**src/design/credential_table_engine_macros.svh**
```systemverilog
// Assertion macros shared by the credential table engine RTL.
// Included by files that carry concurrent checks; no other dependencies.
`ifndef CREDENTIAL_TABLE_ENGINE_MACROS_SVH
`define CREDENTIAL_TABLE_ENGINE_MACROS_SVH

// Same-cycle implication, disabled during reset.
`define CTE_ASSERT_SAME(lbl, clk, rst, ante, cons) \
   lbl: assert property (@(posedge clk) disable iff (rst) (ante) |-> (cons)) \
      else $error("credential table engine check failed");

// Next-cycle implication, disabled during reset.
`define CTE_ASSERT_NEXT(lbl, clk, rst, ante, cons) \
   lbl: assert property (@(posedge clk) disable iff (rst) (ante) |=> (cons)) \
      else $error("credential table engine check failed");

`endif

```
**src/design/cte_pkg.sv**
```systemverilog
// Types and constants for the credential table engine.
// No dependencies; imported by cte_match, credential_table_engine and tb_top.
package cte_pkg;

   localparam int CMD_W = 2;
   localparam int ID_W  = 8;
   localparam int PW_W  = 32;
   localparam int OUT_W = 2;
   localparam int REQ_W = 48;

   localparam logic [CMD_W-1:0] CMD_ADD    = 2'd0;
   localparam logic [CMD_W-1:0] CMD_DELETE = 2'd1;
   localparam logic [CMD_W-1:0] CMD_VERIFY = 2'd2;

   localparam logic [OUT_W-1:0] OUT_FAIL = 2'd0;
   localparam logic [OUT_W-1:0] OUT_OK   = 2'd1;
   localparam logic [OUT_W-1:0] OUT_USER = 2'd2;

   localparam logic [PW_W-1:0] ADMIN_RESET = 32'h3132_3334;

   typedef struct packed {
      logic [ID_W-1:0] id;
      logic [PW_W-1:0] pw;
   } entry_type;

   typedef enum logic [1:0] {
      MATCH_ID    = 2'd0,
      MATCH_PW    = 2'd1,
      MATCH_ADMIN = 2'd2
   } match_mode_type;

   typedef struct packed {
      match_mode_type  mode;
      logic [ID_W-1:0] id;
      logic [PW_W-1:0] pw;
   } match_req_type;

   typedef enum logic [4:0] {
      S_IDLE  = 5'b00001,
      S_ADMIN = 5'b00010,
      S_SCAN  = 5'b00100,
      S_SHIFT = 5'b01000,
      S_DONE  = 5'b10000
   } state_type;

endpackage

```
**src/design/credential_table_engine.sv**
```systemverilog
// Credential table engine: packed user table with add, delete and verify.
// Depends on cte_pkg, cte_match and credential_table_engine_macros.svh.
//
// One command is taken at a time; req_tready is high only while the engine is
// idle. Add, an unused command and a delete on an empty table go straight to
// the done state, and a verify first checks the admin password. Delete and a
// verify that misses the admin password walk the table one entry per cycle
// through the single read port of the entry memory. A delete reads every
// entry, whether or not the ID is found; a verify stops early when a user
// entry matches. Delete moves later entries down in the same walk, reading
// one entry and writing the one below it each cycle. The result sits in an
// output register, so the engine returns to idle once it is taken or the
// register is free; a stalled result holds the engine in its done state.
// The admin password register is written through the csr_ channel, which is
// always ready.
module credential_table_engine
   import cte_pkg::*;
#(
   parameter int TABLE_ENTRIES = 16,
   localparam int CNT_W = $clog2(TABLE_ENTRIES + 1),
   localparam int RSP_W = ((OUT_W + CNT_W + 7) / 8) * 8
)
(
   input  logic             clock,
   input  logic             reset,
   input  logic             req_tvalid,
   output logic             req_tready,
   input  logic [REQ_W-1:0] req_tdata,   // command[1:0], user_id[9:2], password[41:10]
   output logic             rsp_tvalid,
   input  logic             rsp_tready,
   output logic [RSP_W-1:0] rsp_tdata,   // outcome[1:0], entries_used[CNT_W+1:2]
   input  logic             csr_valid,
   output logic             csr_ready,
   input  logic [PW_W-1:0]  csr_data
);

`include "credential_table_engine_macros.svh"

   localparam int IDX_W = (TABLE_ENTRIES > 1) ? $clog2(TABLE_ENTRIES) : 1;

   state_type        state_ff, state_in;
   logic [CMD_W-1:0] cmd_ff, cmd_in;
   logic [ID_W-1:0]  id_ff, id_in;
   logic [PW_W-1:0]  pw_ff, pw_in;
   logic [CNT_W-1:0] count_ff, count_in;
   logic [CNT_W-1:0] rd_idx_ff, rd_idx_in;
   logic [IDX_W-1:0] q_idx_ff;
   logic             q_valid_ff;
   entry_type        q_ff;
   logic [OUT_W-1:0] outcome_ff, outcome_in;
   logic             rsp_valid_ff, rsp_valid_in;
   logic [RSP_W-1:0] rsp_data_ff, rsp_data_in;
   logic [PW_W-1:0]  admin_ff, admin_in;

   entry_type        mem [TABLE_ENTRIES];
   logic             mem_we;
   logic [IDX_W-1:0] mem_wa;
   entry_type        mem_wd;

   logic             req_xfer;
   logic             issue;
   logic             rsp_load;
   logic             hit;
   match_req_type    mreq;

   assign req_tready = (state_ff == S_IDLE);
   assign req_xfer   = req_tvalid && req_tready;
   assign csr_ready  = 1'b1;
   assign rsp_tvalid = rsp_valid_ff;
   assign rsp_tdata  = rsp_data_ff;

   assign issue = ((state_ff == S_SCAN) || (state_ff == S_SHIFT)) && (rd_idx_ff < count_ff);

   always_comb begin
      mreq.id = id_ff;
      mreq.pw = pw_ff;
      if (state_ff == S_ADMIN) begin
         mreq.mode = MATCH_ADMIN;
      end else if (cmd_ff == CMD_DELETE) begin
         mreq.mode = MATCH_ID;
      end else begin
         mreq.mode = MATCH_PW;
      end
   end

   cte_match u_match (
      .req            (mreq),
      .entry          (q_ff),
      .admin_password (admin_ff),
      .hit            (hit)
   );

   always_comb begin
      state_in   = state_ff;
      cmd_in     = cmd_ff;
      id_in      = id_ff;
      pw_in      = pw_ff;
      count_in   = count_ff;
      outcome_in = outcome_ff;
      rd_idx_in  = issue ? rd_idx_ff + CNT_W'(1) : rd_idx_ff;
      mem_we     = 1'b0;
      mem_wa     = q_idx_ff - IDX_W'(1);
      mem_wd     = q_ff;
      rsp_load   = 1'b0;
      case (state_ff)
         S_IDLE: begin
            if (req_xfer) begin
               cmd_in    = req_tdata[1:0];
               id_in     = req_tdata[9:2];
               pw_in     = req_tdata[41:10];
               rd_idx_in = '0;
               state_in  = S_DONE;
               outcome_in = OUT_FAIL;
               case (req_tdata[1:0])
                  CMD_ADD: begin
                     if (count_ff < CNT_W'(TABLE_ENTRIES)) begin
                        mem_we     = 1'b1;
                        mem_wa     = count_ff[IDX_W-1:0];
                        mem_wd.id  = req_tdata[9:2];
                        mem_wd.pw  = req_tdata[41:10];
                        count_in   = count_ff + CNT_W'(1);
                        outcome_in = OUT_OK;
                     end
                  end
                  CMD_DELETE: begin
                     if (count_ff != '0) begin
                        state_in = S_SCAN;
                     end
                  end
                  CMD_VERIFY: begin
                     state_in = S_ADMIN;
                  end
                  default: begin
                     state_in = S_DONE;
                  end
               endcase
            end
         end
         S_ADMIN: begin
            if (hit) begin
               outcome_in = OUT_OK;
               state_in   = S_DONE;
            end else if (count_ff == '0) begin
               outcome_in = OUT_FAIL;
               state_in   = S_DONE;
            end else begin
               state_in = S_SCAN;
            end
         end
         S_SCAN: begin
            if (q_valid_ff && hit) begin
               if (cmd_ff == CMD_DELETE) begin
                  state_in = S_SHIFT;
               end else begin
                  outcome_in = OUT_USER;
                  state_in   = S_DONE;
               end
            end else if (!issue && !q_valid_ff) begin
               outcome_in = OUT_FAIL;
               state_in   = S_DONE;
            end
         end
         S_SHIFT: begin
            if (q_valid_ff) begin
               mem_we = 1'b1;
            end else if (!issue) begin
               count_in   = count_ff - CNT_W'(1);
               outcome_in = OUT_OK;
               state_in   = S_DONE;
            end
         end
         S_DONE: begin
            if (!rsp_valid_ff || rsp_tready) begin
               rsp_load = 1'b1;
               state_in = S_IDLE;
            end
         end
         default: begin
            state_in = S_IDLE;
         end
      endcase
   end

   always_comb begin
      if (rsp_load) begin
         rsp_valid_in = 1'b1;
      end else if (rsp_tready) begin
         rsp_valid_in = 1'b0;
      end else begin
         rsp_valid_in = rsp_valid_ff;
      end
      rsp_data_in = rsp_load ? RSP_W'({count_ff, outcome_ff}) : rsp_data_ff;
      admin_in    = csr_valid ? csr_data : admin_ff;
   end

   always_ff @(posedge clock) begin
      if (mem_we) begin
         mem[mem_wa] <= mem_wd;
      end
      q_ff <= mem[rd_idx_ff[IDX_W-1:0]];
   end

   always_ff @(posedge clock) begin
      if (reset) begin
         state_ff     <= S_IDLE;
         count_ff     <= '0;
         q_valid_ff   <= 1'b0;
         rsp_valid_ff <= 1'b0;
         admin_ff     <= ADMIN_RESET;
      end else begin
         state_ff     <= state_in;
         count_ff     <= count_in;
         q_valid_ff   <= issue;
         rsp_valid_ff <= rsp_valid_in;
         admin_ff     <= admin_in;
      end
   end

   always_ff @(posedge clock) begin
      cmd_ff      <= cmd_in;
      id_ff       <= id_in;
      pw_ff       <= pw_in;
      rd_idx_ff   <= rd_idx_in;
      q_idx_ff    <= rd_idx_ff[IDX_W-1:0];
      outcome_ff  <= outcome_in;
      rsp_data_ff <= rsp_data_in;
   end

   `CTE_ASSERT_SAME(a_count_max, clock, reset, 1'b1, count_ff <= CNT_W'(TABLE_ENTRIES))
   `CTE_ASSERT_NEXT(a_busy_after_req, clock, reset, req_xfer, state_ff != S_IDLE)
   `CTE_ASSERT_SAME(a_shift_below_count, clock, reset, state_ff == S_SHIFT && mem_we, CNT_W'(mem_wa) < count_ff)
   `CTE_ASSERT_NEXT(a_done_loads_rsp, clock, reset, rsp_load, rsp_valid_ff)

endmodule

```
**src/design/cte_match.sv**
```systemverilog
// Shared equality unit: one comparator fed by an operand select.
// Depends on cte_pkg.
module cte_match
   import cte_pkg::*;
(
   input  match_req_type   req,
   input  entry_type       entry,
   input  logic [PW_W-1:0] admin_password,
   output logic            hit
);

   logic [PW_W-1:0] lhs;
   logic [PW_W-1:0] rhs;

   always_comb begin
      case (req.mode)
         MATCH_ID: begin
            lhs = PW_W'(entry.id);
            rhs = PW_W'(req.id);
         end
         MATCH_PW: begin
            lhs = entry.pw;
            rhs = req.pw;
         end
         MATCH_ADMIN: begin
            lhs = admin_password;
            rhs = req.pw;
         end
         default: begin
            lhs = '0;
            rhs = '1;
         end
      endcase
   end

   assign hit = (lhs == rhs);

endmodule

```
**config.mk**
```make
export PLATFORM = sky130hd
export DESIGN_NAME = credential_table_engine
export DESIGN_NICKNAME = d
export VERILOG_FILES = /design/src/design/cte_pkg.sv /design/src/design/credential_table_engine.sv /design/src/design/cte_match.sv
export VERILOG_INCLUDE_DIRS = /design/src /design/src/design
export SDC_FILE = /design/constraint.sdc
export NUM_CORES = 1
export LEC_CHECK = 0
export BUFFER_PORTS_ARGS = -buffer_cell sky130_fd_sc_hd__clkbuf_2
export CAP_MARGIN = 10
export CORE_MARGIN = 2
export CORE_UTILIZATION = 65
export DETAILED_ROUTE_END_ITERATION = 8
export PLACE_DENSITY = 0.87
export RECOVER_POWER = 50
export SYNTH_ARGS = -nofsm -noshare
export SYNTH_HDL_FRONTEND = slang
export SYNTH_SLANG_ARGS = --single-unit
```
**constraint.sdc**
```tcl
create_clock -name clock -period 9.5 [get_ports clock]
set_clock_uncertainty 0.2 [all_clocks]
set_input_delay 0.475 -clock clock [delete_from_list [all_inputs] [get_ports clock]]
set_output_delay 0.475 -clock clock [all_outputs]
set_load 0.03 [all_outputs]
```
==> results.md, run 1 <==
* Status: complete, but fails checks
* Violated checks: capacitance limit, slew limit
* Achievable frequency at 0.1392 GHz
* Total of cells resized after clock tree synthesis at 0
* Met3 track demand over resource at 6.292%
* Core Area at 45580 sq um
* Pin count of the biggest net entering global routing at 165
* Ports placed on the boundary at 96
* Sequential cell fraction of total power at 55.3%
* Fillers at 2262
* Final non-filler cell area at 34260 sq um
* Post-place instance area at 31380 sq um
* Maximum vdd drop at 176.9 uV
* Number of enable-type register cells in the synthesized netlist at 691
* Max Buffers Root-to-Sink at 3
* Number of instances in the synthesized netlist at 1430
* Seq/Total Area, Yosys at 75.11%
* Post-CTS Setup Inserts at 0
* Post-detailed-route via-to-cell ratio at 6.932
* Post-synthesis net count at 1525
* Proportion of netlist area held by the largest area contributor at 68.93%
* Pre-CTS setup slack at 4457 ps
* Power density over the cells at 199.7 nW/um^2
* Count of warnings emitted by yosys at 0
* Overall overflow remaining after global route at 0
* Most used routing layer: met2
* Switching portion of total power at 20.27%
* Commonest register cell after synthesis: edfxtp_1
* Floorplan die width at 219.2 um
* Antenna Nets Post-Route at 0
* Die H at 219.2 um
* Layout cells sized above 1 at 22.75%
* Gr usage total at 32.89%
* Kind of path behind the tightest hold check: input port to flop
* Clock group share of total power at 41.9%
* M2 GR Usage at 54.88%
* CTS H-tree depth at 3
* Final period demand of the worst path at 7185 ps
* Leading post-synthesis cells by cell area: edfxtp_1, mux4_2, dfxtp_1
* Number of antenna violations at the first check in global routing at 0
* Area growth syn-to-layout at 13.80%
* Fraction of the cycle the final worst path needs at 75.64%
* Final worst-path setup slack at 2315 ps
* Relative slew slack at -156.0%
* Area of the die at 48050 sq um
* Worst endpoint required time at 9540 ps
* Port-buffer cells at 87
* Clock buffers created by TritonCTS at 73
* Total number of placement rows at 78
* Critical path data arrival time at 7220 ps
* Final GP Congestion at 0.7870
* Vias in the first global route at 16550
* Actual slew at the worst max-slew pin at 3840 ps
* Final WL at 76110 um
* Clock slew at the register clock pins of the worst setup and hold paths at 70 ps
* Total Neg Setup Slack at 0 ps
* Launching element type of the critical path: flop
* Global-route wire length before repair at 109600 um
* Biggest area consumer among synthesized cells: edfxtp_1
* Net count reported at finish at 1717
* Final max-slew violation count at 243
* DRC violation count after routing at 0
* RSZ-0062 raised after global routing: false
* Nature of the critical path endpoint: flop
* Post-synthesis cell type count at 58
* Finish-stage setup viols at 0
* Vias at 15800
* Internal power contribution at 5.455 mW
* Clock latency at the later pin of the worst-skew pair at 610 ps
* Most frequent cell after synthesis: edfxtp_1
* GRT met1 Usage at 41.92%
* Top cell types by occurrence after synthesis: edfxtp_1, mux4_2, dfxtp_1
* Cell at the root of the clock tree: clkbuf_16
* Combinational Power Share at 2.8%
* Maximum fanout along the worst path at 52
* Clock tree from TritonCTS: yes
* Initial core utilization at 66.05%
* Share of synthesized flip-flops with an asynchronous set or reset at 0%
* Total of flip-flops plus latches after synthesis at 784
* Number of DRC markers after the initial detailed-route iteration at 2132
* Worst Hold Margin at 43.89 ps
* Leakage at 10.87 nW
* HPWL after detailed placement at 37360 um
* Number of maximum-capacitance violations at 7
* Switching power summed over all nets at 1.387 mW
* Core Util, Final at 75.17%
* Post-Syn Area per Cell at 21.05 sq um
* Number of failing hold endpoints at the final stage at 0
* Critical setup path kind: flop to flop
* Number of hold buffers added after cts at 69
* Post-synth design cell area at 30100 sq um
* Clock net sink count at 784
* Per-cell routed wire length at 33.38 um
* DRT Pass-1 Iters at 5
routing by layer:
metal | share of wire [%] | vias to the layer above
met5 | 0 | -
met1 | 33 | 8078
met2 | 51 | 1245
met4 | 5.2 | 0
li1 | - | 6230
met3 | 11 | 251
layout by cell type (no fill, tap or decap), types with 10 or more instances in the layout:
| cell | count |
|---|---|
| clkbuf_2 | 40 |
| nor2_1 | 38 |
| mux2i_1 | 34 |
| mux4_2 | 200 |
| dfxtp_1 | 92 |
| nand4_1 | 10 |
| xor2_1 | 40 |
| a21oi_1 | 15 |
| edfxtp_1 | 691 |
| nor2_4 | 16 |
| dlygate4sd3_1 | 69 |
| buf_4 | 18 |
| inv_1 | 25 |
| clkbuf_1 | 79 |
| xnor2_1 | 28 |
| mux2_1 | 37 |
| clkbuf_16 | 74 |
| nand2_1 | 33 |
final timing paths:
kind                       from      endpoint  slack, ps  cells past startpoint
hold / removal     csr_data[11]  admin_ff[11]         40                      3
setup / recovery    state_ff[2]    mem[5][21]       2310                     10
setup reg to reg    state_ff[2]    mem[5][21]       2310                     10
hold reg to reg   outcome_ff[1]  rsp_tdata[1]        220                      0
critical path, stage by stage (launching register included):
cell	delay [ps]
dfxtp_1	330
or3_1	430
nor3b_4	340
and2_2	200
clkbuf_1	2670
nand2_2	0
buf_4	550
o21ai_0	390
nand2_1	300
nor2_4	780
buf_4	600
layout make-up:
cell class / count / area [sq um] / area share (%)
sequential: 784 / 22620 / 66.01
timing repair buffer: 181 / 1261 / 3.681
clock buffer: 107 / 2036 / 5.942
tap: 600 / 750.7 / 2.191
clock inverter: 25 / 265.3 / 0.7743
multi-input combinational: 556 / 7231 / 21.11
inverter: 26 / 97.59 / 0.2849
antenna: 1 / 2.502 / 0.007304
stage by stage:
stage                     power, mW  instances
final                         6.842       2280
after global routing          6.992       2279
after CTS                     6.842       2279
after detailed placement      4.017       2078
after global placement        4.006       2078
after floorplan               3.934       1430
flip-flops by register name, summed over array words and instances (netlist names):
register,count
q_valid_ff,1
admin_ff,32
pw_ff,32
count_ff,5
q_ff,40
id_ff,8
mem,640
q_idx_ff,4
cmd_ff,2
rd_idx_ff,5
state_ff,5
outcome_ff,2
rsp_tdata,7
rsp_tvalid,1
power groups by stage:
stage | logic [mW] | clock network (mW) | registers [mW]
3_3_place_gp | 0.153 | 0 | 3.85
4_1_cts | 0.187 | 2.87 | 3.78
2_1_floorplan | 0.0865 | 0 | 3.85
5_1_grt | 0.197 | 3.01 | 3.79
3_5_place_dp | 0.161 | 0 | 3.86
6_report | 0.190 | 2.87 | 3.79
cells by family after synthesis:
kind of cell	count (synthesis)	synth area share, %
compound gates	57	1.280
flops	784	75.11
xor+xnor	68	1.978
fa+ha+maj	10	0.4406
simple gates	145	2.407
buf+inv	90	1.168
mux	274	17.59
other cells	2	0.02495
(Power assumes the default switching activity.)
==> inputs of run 2 (changes only) <==
Settings changed: CORE_UTILIZATION 65 to 56, PLACE_DENSITY 0.87 to 0.8.
Clock period 9.5 ns to 6.6 ns, I/O delays scaled along.
==> run 2 against run 1 <==
Effect of this change: the run still ends with capacitance limit, slew limit left; die area is 16% higher; first-iteration DRC count decreased by 9.8%; clock-buffer cell count rose by 1; final area is 1.4% higher; via count is 3.3% lower; non-clock buffer count grew 10; largest cell class unchanged; largest power group unchanged; highest routed layer unchanged.
==> results.md, run 2 (synthesized netlist as in run 1, its figures left out) <==
* Status: complete, but fails checks
* Violated checks: capacitance limit, slew limit
* Layout cells sized above 1 at 23.53%
* Final GP Congestion at 0.8240
* Clock latency at the later pin of the worst-skew pair at 610 ps
* Number of maximum-capacitance violations at 6
* Gr usage total at 25.68%
* Die H at 235.9 um
* Fraction of the cycle the final worst path needs at 77.81%
* Final max-slew violation count at 244
* Worst reg2reg setup slack at 1460 ps
* Sequence of cells on the critical path: or3_1 -> nor3b_1 -> and2_2 -> nand2_1 -> clkbuf_1 -> a21boi_1 -> nor2_1 -> a21oi_1 -> nor2_1
* DRT Pass-1 Iters at 5
* Global-route wire length before repair at 103300 um
* Overall overflow remaining after global route at 0
* Number of failing hold endpoints at the final stage at 0
* Slowest-stage cell, CP: clkbuf_1
* Initial core utilization at 56.94%
* Core Util, Final at 65.71%
* Vias in the first global route at 15740
* Total number of placement rows at 84
* Total Neg Setup Slack at 0 ps
* Leakage at 11.06 nW
* Ports placed on the boundary at 96
* Largest reg by FF count: mem
* Switching portion of total power at 19.67%
* Final period demand of the worst path at 5136 ps
* Critical path data arrival time at 5410 ps
* RSZ-0062 raised after global routing: false
* Launching element type of the critical path: flop
* Actual slew at the worst max-slew pin at 3847 ps
* Registers with the most flip-flops: mem: 640 flops, q_ff: 40 flops
* Clock group share of total power at 44.0%
* Count of antenna diodes in the layout at 0
* Clock tree from TritonCTS: yes
* Clock slew at the register clock pins of the worst setup and hold paths at 60 ps
* Internal power contribution at 8.193 mW
* Floorplan die width at 235.9 um
* Achievable frequency at 0.1947 GHz
* Area of the die at 55630 sq um
* Maximum fanout along the worst path at 41
* Max Buffers Root-to-Sink at 3
* Maximum vdd drop at 232.9 uV
* Pin count of the biggest net entering global routing at 71
* Finish-stage setup viols at 0
* Final WL at 69610 um
* Sequential cell fraction of total power at 53.4%
* Post-place instance area at 31500 sq um
* Nature of the critical path endpoint: flop
* Number of DRC markers after the initial detailed-route iteration at 1923
* Relative slew slack at -156.5%
* CTS H-tree depth at 3
* Switching power summed over all nets at 2.007 mW
* Commonest non-fill, non-tap cells in the layout: edfxtp_1, mux4_2, dfxtp_1
* Number of hold buffers added after cts at 76
* Antenna Nets Post-Route at 0
* Post-CTS Setup Inserts at 0
* Kind of path behind the tightest hold check: input port to flop
* Clock net sink count at 784
* Power density over the cells at 293.6 nW/um^2
* Core Area at 52870 sq um
* Worst endpoint required time at 6880 ps
* DRC violation count after routing at 0
* Number of antenna violations at the first check in global routing at 0
* Post-detailed-route via-to-cell ratio at 6.410
* Net count reported at finish at 1731
* Cell at the root of the clock tree: clkbuf_16
* Area growth syn-to-layout at 15.39%
* Clock buffers created by TritonCTS at 77
* Vias at 15280
* Most frequent cell on the critical path: nor2_1
* HPWL after detailed placement at 37720 um
* Combinational Power Share at 2.6%
* Final non-filler cell area at 34740 sq um
* Total of cells resized after clock tree synthesis at 0
* Critical setup path kind: flop to flop
* Port-buffer cells at 87
* Slowest cell delay on critical path at 2590 ps
* Worst Hold Margin at 50.12 ps
* Most common cell after layout, fill and taps aside: edfxtp_1
* Per-cell routed wire length at 29.20 um
* Max FFs per register at 640
-- run 2: cell types whose count changed in the layout (fill, tap and decap cells not counted), moves of 2 or more --
cell / delta
clkbuf_16: +5
clkbuf_1: -8
dlygate4sd3_1: +7
clkbuf_8: +6
clkbuf_2: -2
buf_4: +4
clkinv_2: +2
bufinv_16: +4
-- run 2: layout make-up --
class / instances / area (sq um)
inverter: 26 / 97.59
clock inverter: 31 / 382.9
sequential: 784 / 22620
tap: 688 / 860.8
fill: 3237 / 18130
clock buffer: 108 / 2206
timing repair buffer: 191 / 1339
multi-input combinational: 556 / 7232
-- run 2: path summary, 6_finish.rpt --
check,startpoint,depth (start not counted),end
max,state_ff[4],9,count_ff[3]
min,reset,3,admin_ff[1]
max reg2reg,state_ff[4],9,count_ff[3]
min reg2reg,outcome_ff[0],0,rsp_tdata[0]
-- run 2: layer usage --
layer / GRT usage [%] / share of wire (%)
met1: 35.60 / 38
met2: 40.82 / 48
met3: 5.067 / 11
met4: 10.08 / 3.5
met5: 0 / 0
-- run 2: stage by stage --
| stage | power, mW | setup WS [ps] | cells |
|---|---|---|---|
| finish | 10.20 | 1464 | 2384 |
| global route | 10.45 | 1207 | 2384 |
| CTS | 10.25 | 2456 | 2384 |
| detailed placement | 5.782 | 2524 | 2169 |
| global placement | 5.771 | 2662 | 2169 |
| floorplan | 5.663 | 1540 | 1430 |
-- run 2: power by group through the flow --
| stage | sequential (mW) | combinational, mW | clock (mW) |
|---|---|---|---|
| 2_1_floorplan | 5.54 | 0.124 | 0 |
| 3_3_place_gp | 5.55 | 0.224 | 0 |
| 3_5_place_dp | 5.55 | 0.233 | 0 |
| 4_1_cts | 5.44 | 0.271 | 4.53 |
| 5_1_grt | 5.45 | 0.284 | 4.72 |
| 6_report | 5.45 | 0.267 | 4.48 |
-- run 2: critical path: cells and delay by family (launching register included) --
kind	cells	cell delay, ps
flip-flops	1	390
buffers and inverters	1	2590
AND/OR/NAND/NOR	6	950
AO/OA/AOI/OAI	2	860
